<file path="src/rtl/bive_pkg.sv">
// Shared types, constants and a helper function of the bucketed interval value encoder.
package bive_pkg;

  // Fixed field widths
  localparam int unsigned ValueW    = 20;
  localparam int unsigned InDataW   = 24;
  localparam int unsigned IdxW      = 4;
  localparam int unsigned CodeW     = 30;
  localparam int unsigned LenW      = 5;
  localparam int unsigned ExtraW    = 15;
  localparam int unsigned NibW      = 4;
  localparam int unsigned CntW      = 5;
  localparam int unsigned FiwW      = 4;
  localparam int unsigned MinW      = 16;
  localparam int unsigned WidthsW   = 64;
  localparam int unsigned OutDataW  = 40;

  // Configuration port
  localparam int unsigned ApbDataW  = 64;
  localparam int unsigned ApbAddrW  = 5;

  // Defaults for the top level parameters
  localparam int unsigned BucketLimitDef = 16;
  localparam int unsigned MaxExtraDef    = 15;

  // Depth of the queue between front and back
  localparam int unsigned QDepth = 2;

  // Register indexes
  localparam logic [1:0] RegMinValue   = 2'd0;
  localparam logic [1:0] RegFlatWidth  = 2'd1;
  localparam logic [1:0] RegBucketCnt  = 2'd2;
  localparam logic [1:0] RegWidths     = 2'd3;

  // Reset values
  localparam logic [MinW-1:0]    RstMinValue  = 16'd1;
  localparam logic [FiwW-1:0]    RstFlatWidth = 4'd4;
  localparam logic [CntW-1:0]    RstBucketCnt = 5'd16;
  localparam logic [WidthsW-1:0] RstWidths    = 64'hFEDC_BA98_7654_3210;

  typedef struct packed {
    logic [MinW-1:0]    min_value;
    logic [FiwW-1:0]    flat_index_width;
    logic [CntW-1:0]    bucket_count;
    logic [WidthsW-1:0] bucket_widths;
  } cfg_t;

  // Classified item handed from front to back
  typedef struct packed {
    logic              found;
    logic [IdxW-1:0]   idx;
    logic [ExtraW-1:0] extra;
  } item_t;

  // Extra-bit width of one bucket, clamped to max_w
  function automatic logic [NibW-1:0] bucket_width(input logic [WidthsW-1:0] widths,
                                                   input logic [IdxW-1:0]    b,
                                                   input logic [NibW-1:0]    max_w);
    logic [NibW-1:0] w;
    w = widths[{b, 2'b00} +: NibW];
    if (w > max_w) begin
      w = max_w;
    end
    return w;
  endfunction

endpackage

</file>
<file path="src/rtl/bive_regs.sv">
// Configuration registers behind the APB-style port.
module bive_regs (
  input  logic                          clk_i,
  input  logic                          rst_ni,
  input  logic                          psel_i,
  input  logic                          penable_i,
  input  logic                          pwrite_i,
  input  logic [bive_pkg::ApbAddrW-1:0] paddr_i,
  input  logic [bive_pkg::ApbDataW-1:0] pwdata_i,
  output logic [bive_pkg::ApbDataW-1:0] prdata_o,
  output logic                          pready_o,
  output bive_pkg::cfg_t                cfg_o
);
  import bive_pkg::*;

  cfg_t       cfg_q, cfg_d;
  logic       wr_en;
  logic [1:0] reg_sel;

  assign pready_o = 1'b1;
  assign reg_sel  = paddr_i[4:3];
  assign wr_en    = psel_i && penable_i && pwrite_i && pready_o;

  // Register write decode
  always_comb begin
    cfg_d = cfg_q;
    if (wr_en) begin
      unique case (reg_sel)
        RegMinValue:  cfg_d.min_value        = pwdata_i[MinW-1:0];
        RegFlatWidth: cfg_d.flat_index_width = pwdata_i[FiwW-1:0];
        RegBucketCnt: cfg_d.bucket_count     = pwdata_i[CntW-1:0];
        RegWidths:    cfg_d.bucket_widths    = pwdata_i[WidthsW-1:0];
        default:      cfg_d = cfg_q;
      endcase
    end
  end

  always_ff @(posedge clk_i or negedge rst_ni) begin
    if (!rst_ni) begin
      cfg_q.min_value        <= RstMinValue;
      cfg_q.flat_index_width <= RstFlatWidth;
      cfg_q.bucket_count     <= RstBucketCnt;
      cfg_q.bucket_widths    <= RstWidths;
    end else begin
      cfg_q <= cfg_d;
    end
  end

  // Read back
  always_comb begin
    prdata_o = '0;
    unique case (reg_sel)
      RegMinValue:  prdata_o = ApbDataW'(cfg_q.min_value);
      RegFlatWidth: prdata_o = ApbDataW'(cfg_q.flat_index_width);
      RegBucketCnt: prdata_o = ApbDataW'(cfg_q.bucket_count);
      RegWidths:    prdata_o = ApbDataW'(cfg_q.bucket_widths);
      default:      prdata_o = '0;
    endcase
  end

  assign cfg_o = cfg_q;

endmodule

</file>
<file path="src/rtl/bive_front.sv">
// Front end: accepts values, keeps the bucket boundary table, finds the bucket.
module bive_front #(
  parameter int unsigned BUCKET_LIMIT    = bive_pkg::BucketLimitDef,
  parameter int unsigned MAX_EXTRA_WIDTH = bive_pkg::MaxExtraDef
) (
  input  logic                         clk_i,
  input  logic                         rst_ni,
  input  bive_pkg::cfg_t               cfg_i,
  input  logic                         in_valid_i,
  output logic                         in_ready_o,
  input  logic [bive_pkg::ValueW-1:0]  in_value_i,
  output logic                         push_o,
  input  logic                         q_full_i,
  output bive_pkg::item_t              item_o
);
  import bive_pkg::*;

  // Boundary sums must hold min_value plus every bucket size
  localparam int unsigned SumW   = $clog2((1 << MinW) + BUCKET_LIMIT * (1 << MAX_EXTRA_WIDTH) + 1);
  localparam int unsigned CmpW   = (SumW > ValueW) ? SumW : ValueW;
  localparam int unsigned Levels = $clog2(BUCKET_LIMIT);
  localparam logic [NibW-1:0] MaxW = NibW'(MAX_EXTRA_WIDTH);

  logic [SumW-1:0] size_w [BUCKET_LIMIT];
  logic [SumW-1:0] lvl    [Levels+1][BUCKET_LIMIT];
  logic [SumW-1:0] start_d [BUCKET_LIMIT];
  logic [SumW-1:0] start_q [BUCKET_LIMIT];
  logic [SumW-1:0] end_d   [BUCKET_LIMIT];
  logic [SumW-1:0] end_q   [BUCKET_LIMIT];

  // Bucket sizes
  for (genvar b = 0; b < BUCKET_LIMIT; b++) begin : g_size
    assign size_w[b]  = SumW'(1) << bucket_width(cfg_i.bucket_widths, IdxW'(b), MaxW);
    assign lvl[0][b]  = size_w[b];
  end

  // Parallel prefix sum of the sizes, log2 levels deep
  for (genvar k = 0; k < Levels; k++) begin : g_lvl
    for (genvar b = 0; b < BUCKET_LIMIT; b++) begin : g_node
      if (b >= (1 << k)) begin : g_add
        assign lvl[k+1][b] = lvl[k][b] + lvl[k][b-(1<<k)];
      end else begin : g_pass
        assign lvl[k+1][b] = lvl[k][b];
      end
    end
  end

  // Bucket bounds: start inclusive, end exclusive
  for (genvar b = 0; b < BUCKET_LIMIT; b++) begin : g_bound
    assign end_d[b] = SumW'(cfg_i.min_value) + lvl[Levels][b];
    if (b == 0) begin : g_first
      assign start_d[b] = SumW'(cfg_i.min_value);
    end else begin : g_next
      assign start_d[b] = end_d[b-1];
    end
  end

  always_ff @(posedge clk_i) begin
    start_q <= start_d;
    end_q   <= end_d;
  end

  // Stage control: a holds the value, b lines it up with the bound table, c is classified
  logic                a_v_q, b_v_q, c_v_q;
  logic                a_en, b_en, c_en;
  logic [ValueW-1:0]   a_val_q, b_val_q;
  item_t               c_item_q, c_item_d;

  assign c_en       = !c_v_q || !q_full_i;
  assign b_en       = !b_v_q || c_en;
  assign a_en       = !a_v_q || b_en;
  assign in_ready_o = a_en;
  assign push_o     = c_v_q && !q_full_i;
  assign item_o     = c_item_q;

  always_ff @(posedge clk_i or negedge rst_ni) begin
    if (!rst_ni) begin
      a_v_q <= 1'b0;
      b_v_q <= 1'b0;
      c_v_q <= 1'b0;
    end else begin
      if (a_en) a_v_q <= in_valid_i;
      if (b_en) b_v_q <= a_v_q;
      if (c_en) c_v_q <= b_v_q;
    end
  end

  always_ff @(posedge clk_i) begin
    if (a_en) a_val_q  <= in_value_i;
    if (b_en) b_val_q  <= a_val_q;
    if (c_en) c_item_q <= c_item_d;
  end

  // Bucket search: all compares in parallel, lowest hit wins
  logic [CntW-1:0] count_eff;
  logic [CmpW-1:0] v_ext;

  assign count_eff = (cfg_i.bucket_count > CntW'(BUCKET_LIMIT)) ? CntW'(BUCKET_LIMIT)
                                                                : cfg_i.bucket_count;
  assign v_ext     = CmpW'(b_val_q);

  always_comb begin
    logic [CmpW-1:0] diff;
    c_item_d = '0;
    for (int b = BUCKET_LIMIT - 1; b >= 0; b--) begin
      diff = v_ext - CmpW'(start_q[b]);
      if ((CntW'(b) < count_eff) && (v_ext >= CmpW'(start_q[b])) &&
          (v_ext < CmpW'(end_q[b]))) begin
        c_item_d.found = 1'b1;
        c_item_d.idx   = IdxW'(b);
        c_item_d.extra = diff[ExtraW-1:0];
      end
    end
  end

endmodule

</file>
<file path="src/rtl/bive_fifo.sv">
// Short queue of classified items between front and back.
module bive_fifo (
  input  logic            clk_i,
  input  logic            rst_ni,
  input  logic            push_i,
  input  bive_pkg::item_t data_i,
  input  logic            pop_i,
  output bive_pkg::item_t data_o,
  output logic            full_o,
  output logic            empty_o
);
  import bive_pkg::*;

  localparam int unsigned PtrW = (QDepth > 1) ? $clog2(QDepth) : 1;
  localparam int unsigned CntBits = $clog2(QDepth + 1);

  item_t              mem_q [QDepth];
  logic [PtrW-1:0]    wr_ptr_q, rd_ptr_q;
  logic [CntBits-1:0] cnt_q;
  logic               do_push, do_pop;

  assign full_o  = (cnt_q == CntBits'(QDepth));
  assign empty_o = (cnt_q == '0);
  assign do_push = push_i && !full_o;
  assign do_pop  = pop_i && !empty_o;
  assign data_o  = mem_q[rd_ptr_q];

  // Pointers and fill count
  always_ff @(posedge clk_i or negedge rst_ni) begin
    if (!rst_ni) begin
      wr_ptr_q <= '0;
      rd_ptr_q <= '0;
      cnt_q    <= '0;
    end else begin
      if (do_push) begin
        wr_ptr_q <= (wr_ptr_q == PtrW'(QDepth - 1)) ? '0 : wr_ptr_q + 1'b1;
      end
      if (do_pop) begin
        rd_ptr_q <= (rd_ptr_q == PtrW'(QDepth - 1)) ? '0 : rd_ptr_q + 1'b1;
      end
      if (do_push && !do_pop) begin
        cnt_q <= cnt_q + 1'b1;
      end else if (do_pop && !do_push) begin
        cnt_q <= cnt_q - 1'b1;
      end
    end
  end

  always_ff @(posedge clk_i) begin
    if (do_push) mem_q[wr_ptr_q] <= data_i;
  end

endmodule

</file>
<file path="src/rtl/bive_back.sv">
// Back end: builds the codeword and length, holds the result in the output register.
module bive_back #(
  parameter int unsigned MAX_EXTRA_WIDTH = bive_pkg::MaxExtraDef
) (
  input  logic                          clk_i,
  input  logic                          rst_ni,
  input  bive_pkg::cfg_t                cfg_i,
  input  bive_pkg::item_t               item_i,
  input  logic                          q_empty_i,
  output logic                          pop_o,
  output logic                          out_valid_o,
  input  logic                          out_ready_i,
  output logic [bive_pkg::OutDataW-1:0] out_data_o
);
  import bive_pkg::*;

  localparam logic [NibW-1:0] MaxW = NibW'(MAX_EXTRA_WIDTH);

  logic                out_v_q;
  logic [OutDataW-1:0] out_data_q, out_data_d;

  assign pop_o       = !q_empty_i && (!out_v_q || out_ready_i);
  assign out_valid_o = out_v_q;
  assign out_data_o  = out_data_q;

  // Codeword assembly
  always_comb begin
    logic [NibW-1:0]  w;
    logic [IdxW:0]    n;
    logic [2:0]       k;
    logic [FiwW-1:0]  plen;
    logic [IdxW:0]    prefix;
    logic [15:0]      fmask;
    logic [CodeW-1:0] code;
    logic [LenW-1:0]  len;

    w     = bucket_width(cfg_i.bucket_widths, item_i.idx, MaxW);
    n     = {1'b0, item_i.idx} + 1'b1;
    fmask = (16'd1 << cfg_i.flat_index_width) - 16'd1;

    priority if (n[4]) k = 3'd4;
    else if (n[3])     k = 3'd3;
    else if (n[2])     k = 3'd2;
    else if (n[1])     k = 3'd1;
    else               k = 3'd0;

    if (cfg_i.flat_index_width != '0) begin
      plen   = cfg_i.flat_index_width;
      prefix = {1'b0, item_i.idx & fmask[IdxW-1:0]};
    end else begin
      plen   = {k, 1'b1};
      prefix = n;
    end

    code = (CodeW'(prefix) << w) | CodeW'(item_i.extra);
    len  = LenW'(plen) + LenW'(w);

    if (item_i.found) begin
      out_data_d = {len, code, item_i.idx, 1'b1};
    end else begin
      out_data_d = '0;
    end
  end

  // Output register
  always_ff @(posedge clk_i or negedge rst_ni) begin
    if (!rst_ni) begin
      out_v_q <= 1'b0;
    end else if (!out_v_q || out_ready_i) begin
      out_v_q <= !q_empty_i;
    end
  end

  always_ff @(posedge clk_i) begin
    if (pop_o) out_data_q <= out_data_d;
  end

endmodule

</file>
<file path="src/rtl/bucketed_interval_value_encoder.sv">
// Top level of the bucketed interval value encoder.
//
//  channel  | direction | carries
//  ---------+-----------+----------------------------------------------------------
//  s_axis   | in        | one value to code per transaction
//  m_axis   | out       | in_range, bucket_index, code_bits, code_length per value
//  apb      | in/out    | min_value, flat_index_width, bucket_count, bucket_widths
//
// One value per cycle sustained while m_axis is ready; a value accepted on s_axis loads front
// stage a at that edge, then moves through b, c, the queue and the output register to m_axis valid.
// The bucket bound table is a registered parallel prefix sum over the bucket sizes.
// Reset clears all valid state and loads the register defaults; no clearing pass.
// A stall on m_axis fills the two-entry queue before s_axis tready drops.
module bucketed_interval_value_encoder #(
  parameter int unsigned BUCKET_LIMIT    = bive_pkg::BucketLimitDef,
  parameter int unsigned MAX_EXTRA_WIDTH = bive_pkg::MaxExtraDef
) (
  input  logic                          clk_i,
  input  logic                          rst_ni,
  input  logic                          s_axis_tvalid_i,
  output logic                          s_axis_tready_o,
  // [19:0] value_in, [23:20] zero
  input  logic [bive_pkg::InDataW-1:0]  s_axis_tdata_i,
  output logic                          m_axis_tvalid_o,
  input  logic                          m_axis_tready_i,
  // [0] in_range, [4:1] bucket_index, [34:5] code_bits, [39:35] code_length
  output logic [bive_pkg::OutDataW-1:0] m_axis_tdata_o,
  input  logic                          psel_i,
  input  logic                          penable_i,
  input  logic                          pwrite_i,
  input  logic [bive_pkg::ApbAddrW-1:0] paddr_i,
  input  logic [bive_pkg::ApbDataW-1:0] pwdata_i,
  output logic [bive_pkg::ApbDataW-1:0] prdata_o,
  output logic                          pready_o
);
  import bive_pkg::*;

  cfg_t  cfg;
  item_t front_item, q_item;
  logic  push, pop, q_full, q_empty;

  bive_regs u_regs (
    .clk_i     (clk_i),
    .rst_ni    (rst_ni),
    .psel_i    (psel_i),
    .penable_i (penable_i),
    .pwrite_i  (pwrite_i),
    .paddr_i   (paddr_i),
    .pwdata_i  (pwdata_i),
    .prdata_o  (prdata_o),
    .pready_o  (pready_o),
    .cfg_o     (cfg)
  );

  bive_front #(
    .BUCKET_LIMIT    (BUCKET_LIMIT),
    .MAX_EXTRA_WIDTH (MAX_EXTRA_WIDTH)
  ) u_front (
    .clk_i      (clk_i),
    .rst_ni     (rst_ni),
    .cfg_i      (cfg),
    .in_valid_i (s_axis_tvalid_i),
    .in_ready_o (s_axis_tready_o),
    .in_value_i (s_axis_tdata_i[ValueW-1:0]),
    .push_o     (push),
    .q_full_i   (q_full),
    .item_o     (front_item)
  );

  bive_fifo u_fifo (
    .clk_i   (clk_i),
    .rst_ni  (rst_ni),
    .push_i  (push),
    .data_i  (front_item),
    .pop_i   (pop),
    .data_o  (q_item),
    .full_o  (q_full),
    .empty_o (q_empty)
  );

  bive_back #(
    .MAX_EXTRA_WIDTH (MAX_EXTRA_WIDTH)
  ) u_back (
    .clk_i       (clk_i),
    .rst_ni      (rst_ni),
    .cfg_i       (cfg),
    .item_i      (q_item),
    .q_empty_i   (q_empty),
    .pop_o       (pop),
    .out_valid_o (m_axis_tvalid_o),
    .out_ready_i (m_axis_tready_i),
    .out_data_o  (m_axis_tdata_o)
  );

endmodule
</file>
<file path="config.mk">
export PLATFORM = sky130hd
export DESIGN_NAME = bucketed_interval_value_encoder
export DESIGN_NICKNAME = d
export VERILOG_FILES = /design/src/rtl/bive_pkg.sv /design/src/rtl/bive_regs.sv /design/src/rtl/bive_front.sv /design/src/rtl/bive_fifo.sv /design/src/rtl/bive_back.sv /design/src/rtl/bucketed_interval_value_encoder.sv
export SDC_FILE = /design/constraint.sdc
export NUM_CORES = 2
export LEC_CHECK = 0
export BUFFER_PORTS_ARGS = -buffer_cell sky130_fd_sc_hd__buf_2
export CAP_MARGIN = 20
export CORE_UTILIZATION = 51
export DETAILED_ROUTE_END_ITERATION = 8
export GPL_ROUTABILITY_DRIVEN = 0
export PLACE_DENSITY = 0.7
export SKIP_CTS_REPAIR_TIMING = 1
export SLEW_MARGIN = 20
export SYNTH_ARGS = -nofsm -noshare
export SYNTH_HDL_FRONTEND = slang
export SYNTH_SLANG_ARGS = --single-unit
</file>
<file path="constraint.sdc">
create_clock -name clk_i -period 8.05 [get_ports clk_i]
set_input_delay 0.805 -clock clk_i [delete_from_list [all_inputs] [get_ports clk_i]]
set_output_delay 0.805 -clock clk_i [all_outputs]
set_load 0.005 [all_outputs]
</file>
==> summary.md <==
| Metric | Value |
|---|---|
| Outcome | `finished, violations left` |
| Violated checks | `design-rule violations, negative setup slack` |
| GRT Total Usage | `41.1%` |
| Die footprint | `141000 um^2` |
| Period utilization | `103%` |
| Min-Delay Path Class | `input pin to async pin` |
| Initial antenna violation count | `20` |
| Max-cap violation count | `0` |
| Relative slew margins | `14.8%` |
| WP data arrival | `8.87 ns` |
| 1st-iter DRT viols | `8690` |
| Area of the core | `138000 um^2` |
| Die Y | `375 um` |
| Clock Path Buffers | `3` |
| Achievable frequency | `121 MHz` |
| Total grt overflow | `0` |
| RSZ-0062 raised after global routing | `yes` |
| Cells after DPL | `11400` |
| Wire per inst | `26.3 um` |
| Largest family of logic cells by synthesized area | `adder cells` |
| Count of cell types in the netlist | `98` |
| # DRC | `2` |
| Critical path class | `flop to flop` |
| Fill cell count | `10800` |
| Htree depth | `3` |
| Synthesis-to-finish area growth | `25.7%` |
| CP Capture Type | `flop` |
| CTS buffer count | `69` |
| Tmin final | `8.30 ns` |
| Layout cells sized above 1 | `23.7%` |
| Sequential element share of the synthesized area | `18.2%` |
| Cell taking the most area after synthesis | `ha_1` |
| Yosys warning total | `0` |
| CP Max Fanout | `8` |
| CP most frequent cell | `buf_4` |
| Routed Antenna Nets | `0` |
| Clock Latency Late Sink | `0.72 ns` |
| Ys async rst share | `17.4%` |
| Worst setup startpoint | `u_regs.cfg_o[4]` |
| TritonCTS clock tree | `done` |
| Vias in the first global route | `70600` |
| IO buf count | `188` |
| Slowest CP cell | `dfstp_2` |
| Compound-gate portion of the synthesized area | `19.2%` |
| Hpwl dp | `251000 um` |
| Pre-antenna DRT Iters | `9` |
| Worst Setup Start Kind | `flop` |
| WP data required | `8.62 ns` |
| Commonest non-fill, non-tap cell in the layout | `buf_4` |
| Slew Viols, Final | `0` |
| Nets | `11300` |
| Post-synth EDFFs | `130` |
| Clock Sinks | `556` |
| First-pass GRT wire length | `427000 um` |
| Largest delay share family, worst path | `adder cells` |
| Synth Area in XOR/XNOR | `9.64%` |
| Post-route insts no fill | `11600` |
| Final Skew | `0.0600 ns` |
| Drt via density | `6.26` |
| Post-Syn Area per Cell | `8.54 um^2` |
| Post-Syn Instances | `8325` |
| Post-synthesis adder-cell area fraction | `30.7%` |
| Mapped cell area | `71100 um^2` |
| CP peak stage delay | `0.58 ns` |
| Post-Synth Simple-Gate Area | `13.2%` |
| Clk slew on worst S/H paths | `0.08 ns` |
| Drt total wl | `306000 um` |
| Largest net degree at the start of global routing | `65` |
| I/O pin cnt | `207` |
| Post-route setup slack | `-0.248 ns` |
| Initial core utilization | `51.6%` |
| Root buf cell | `clkbuf_16` |
| Final Hold Violating Endpoints | `0` |
| Most frequent cells in the layout | `buf_4 (1294), inv_1 (1121), ha_1 (1012)` |
| Die width | `375 um` |
| Worst-Margin Slew | `1.28 ns` |
| Buf/Inv on CP | `8` |
| Final Cell Area | `89400 um^2` |
| # rows | `136` |
| Synth top area cells | `ha_1 (19%), fa_1 (12%), dfxtp_1 (9.3%)` |
| Routed via count | `72700` |
| Post-synthesis mux area share | `2.09%` |
| Prevailing post-synth register cell | `dfxtp_1` |
| #FFs+latches synth | `556` |
| Share of the synthesized area in the top cell type | `18.8%` |
| RR Startpoint | `u_regs.cfg_o[4]` |
| Final setup fails | `14` |
| Cell Area, Placed | `82900 um^2` |
-- sequential cells by signal, summed over array words and instances, names as in the netlist --
signal and cells:
u_back.out_valid_o 1, u_fifo.rd_ptr_q 1, u_regs.cfg_o 89, u_front.item_o 20, u_front.c_v_q 1, u_front.b_val_q 20, u_fifo.cnt_q 2, u_fifo.mem_q 40
u_back.out_data_o 30, u_front.end_q 20, u_front.b_v_q 1, u_front.start_q 309, u_front.a_val_q 20, u_fifo.wr_ptr_q 1, u_front.a_v_q 1
-- path summary, 6_finish.rpt --
check | endpoint | slack [ns] | cells past startpoint
worst max-delay path | u_front.start_q[19] | -0.25 | 31
worst min-delay path | u_regs.cfg_o[88] | 0.1 | 1
worst max register to register | u_front.start_q[19] | -0.25 | 31
worst min register to register | u_fifo.mem_q[0][13] | 0.43 | 0
max in group asynchronous | u_regs.cfg_o[2] | 6.50 | 2
min in group clk_i | u_front.a_val_q[7] | 0.28 | 1
-- worst register-to-register path: cells and delay by family (launching register included) --
kind / cells / cell delay (ns)
AOI/OAI and AO/OA: 8 / 1.73
xor gates and xnor gates: 4 / 0.87
adders and majority gates: 7 / 2.72
buffers and inverters: 8 / 1.27
DFF: 1 / 0.58
and+or+nand+nor: 4 / 1.03
-- cell families after synthesis --
kind of cell / Yosys count
DFF: 556
AOI/OAI and AO/OA: 2126
adders and majority gates: 1499
other: 2
xor gates and xnor gates: 776
and+or+nand+nor: 1939
muxes: 133
buffers and inverters: 1294
-- cell usage after synthesis (all sizes together) (43+ instances only) --
cell	count
a211oi	51
a21boi	61
a21o	283
a21oi	633
a221oi	43
a31oi	56
and3	84
clkbuf	121
dfrtp	62
dfxtp	329
edfxtp	130
fa	414
ha	1070
inv	1145
mux2	82
mux2i	47
nand2	480
nand2b	139
nand3	120
nand4	71
nor2	553
nor2b	123
nor3	194
o21a	94
o21ai	418
o21bai	169
xnor2	544
xor2	230
-- stage by stage --
stage	utilization, %	hold WS (ns)	TNS [ns]	setup slack, ns
after global routing	64.8	0.121	-7.41	-0.548
after detailed placement	60.2	0.406	-15.63	-1.01
after floorplan	-	0.400	-0.0654	-0.0654
after CTS	61.9	0.0745	-16.72	-1.05
after global placement	60.2	0.407	-11.80	-0.841
final	64.9	0.0958	-1.95	-0.248
-- metal layers --
layer / share of wire [%] / global-route usage, % / vias up
met5: 0.025 / 0 / -
met4: 10 / 32.7 / 12
met3: 14 / 15.9 / 1565
met2: 41 / 61.2 / 4918
met1: 34 / 47.1 / 34400
li1: - / - / 31800
-- layout make-up --
cell class	count	area, um^2	share of cell area [%]
multi-input combinational	6486	56700	63.5
sequential	556	13000	14.5
timing repair buffer	1490	10800	12.0
inverter	1147	4310	4.82
tap	1794	2240	2.51
clock buffer	95	1990	2.23
clock inverter	29	348	0.389
antenna	13	32.5	0.0364
Power is left out: the tool's default activity adds up to more than one toggle a clock period on the data nets, which glitch-free logic cannot reach.
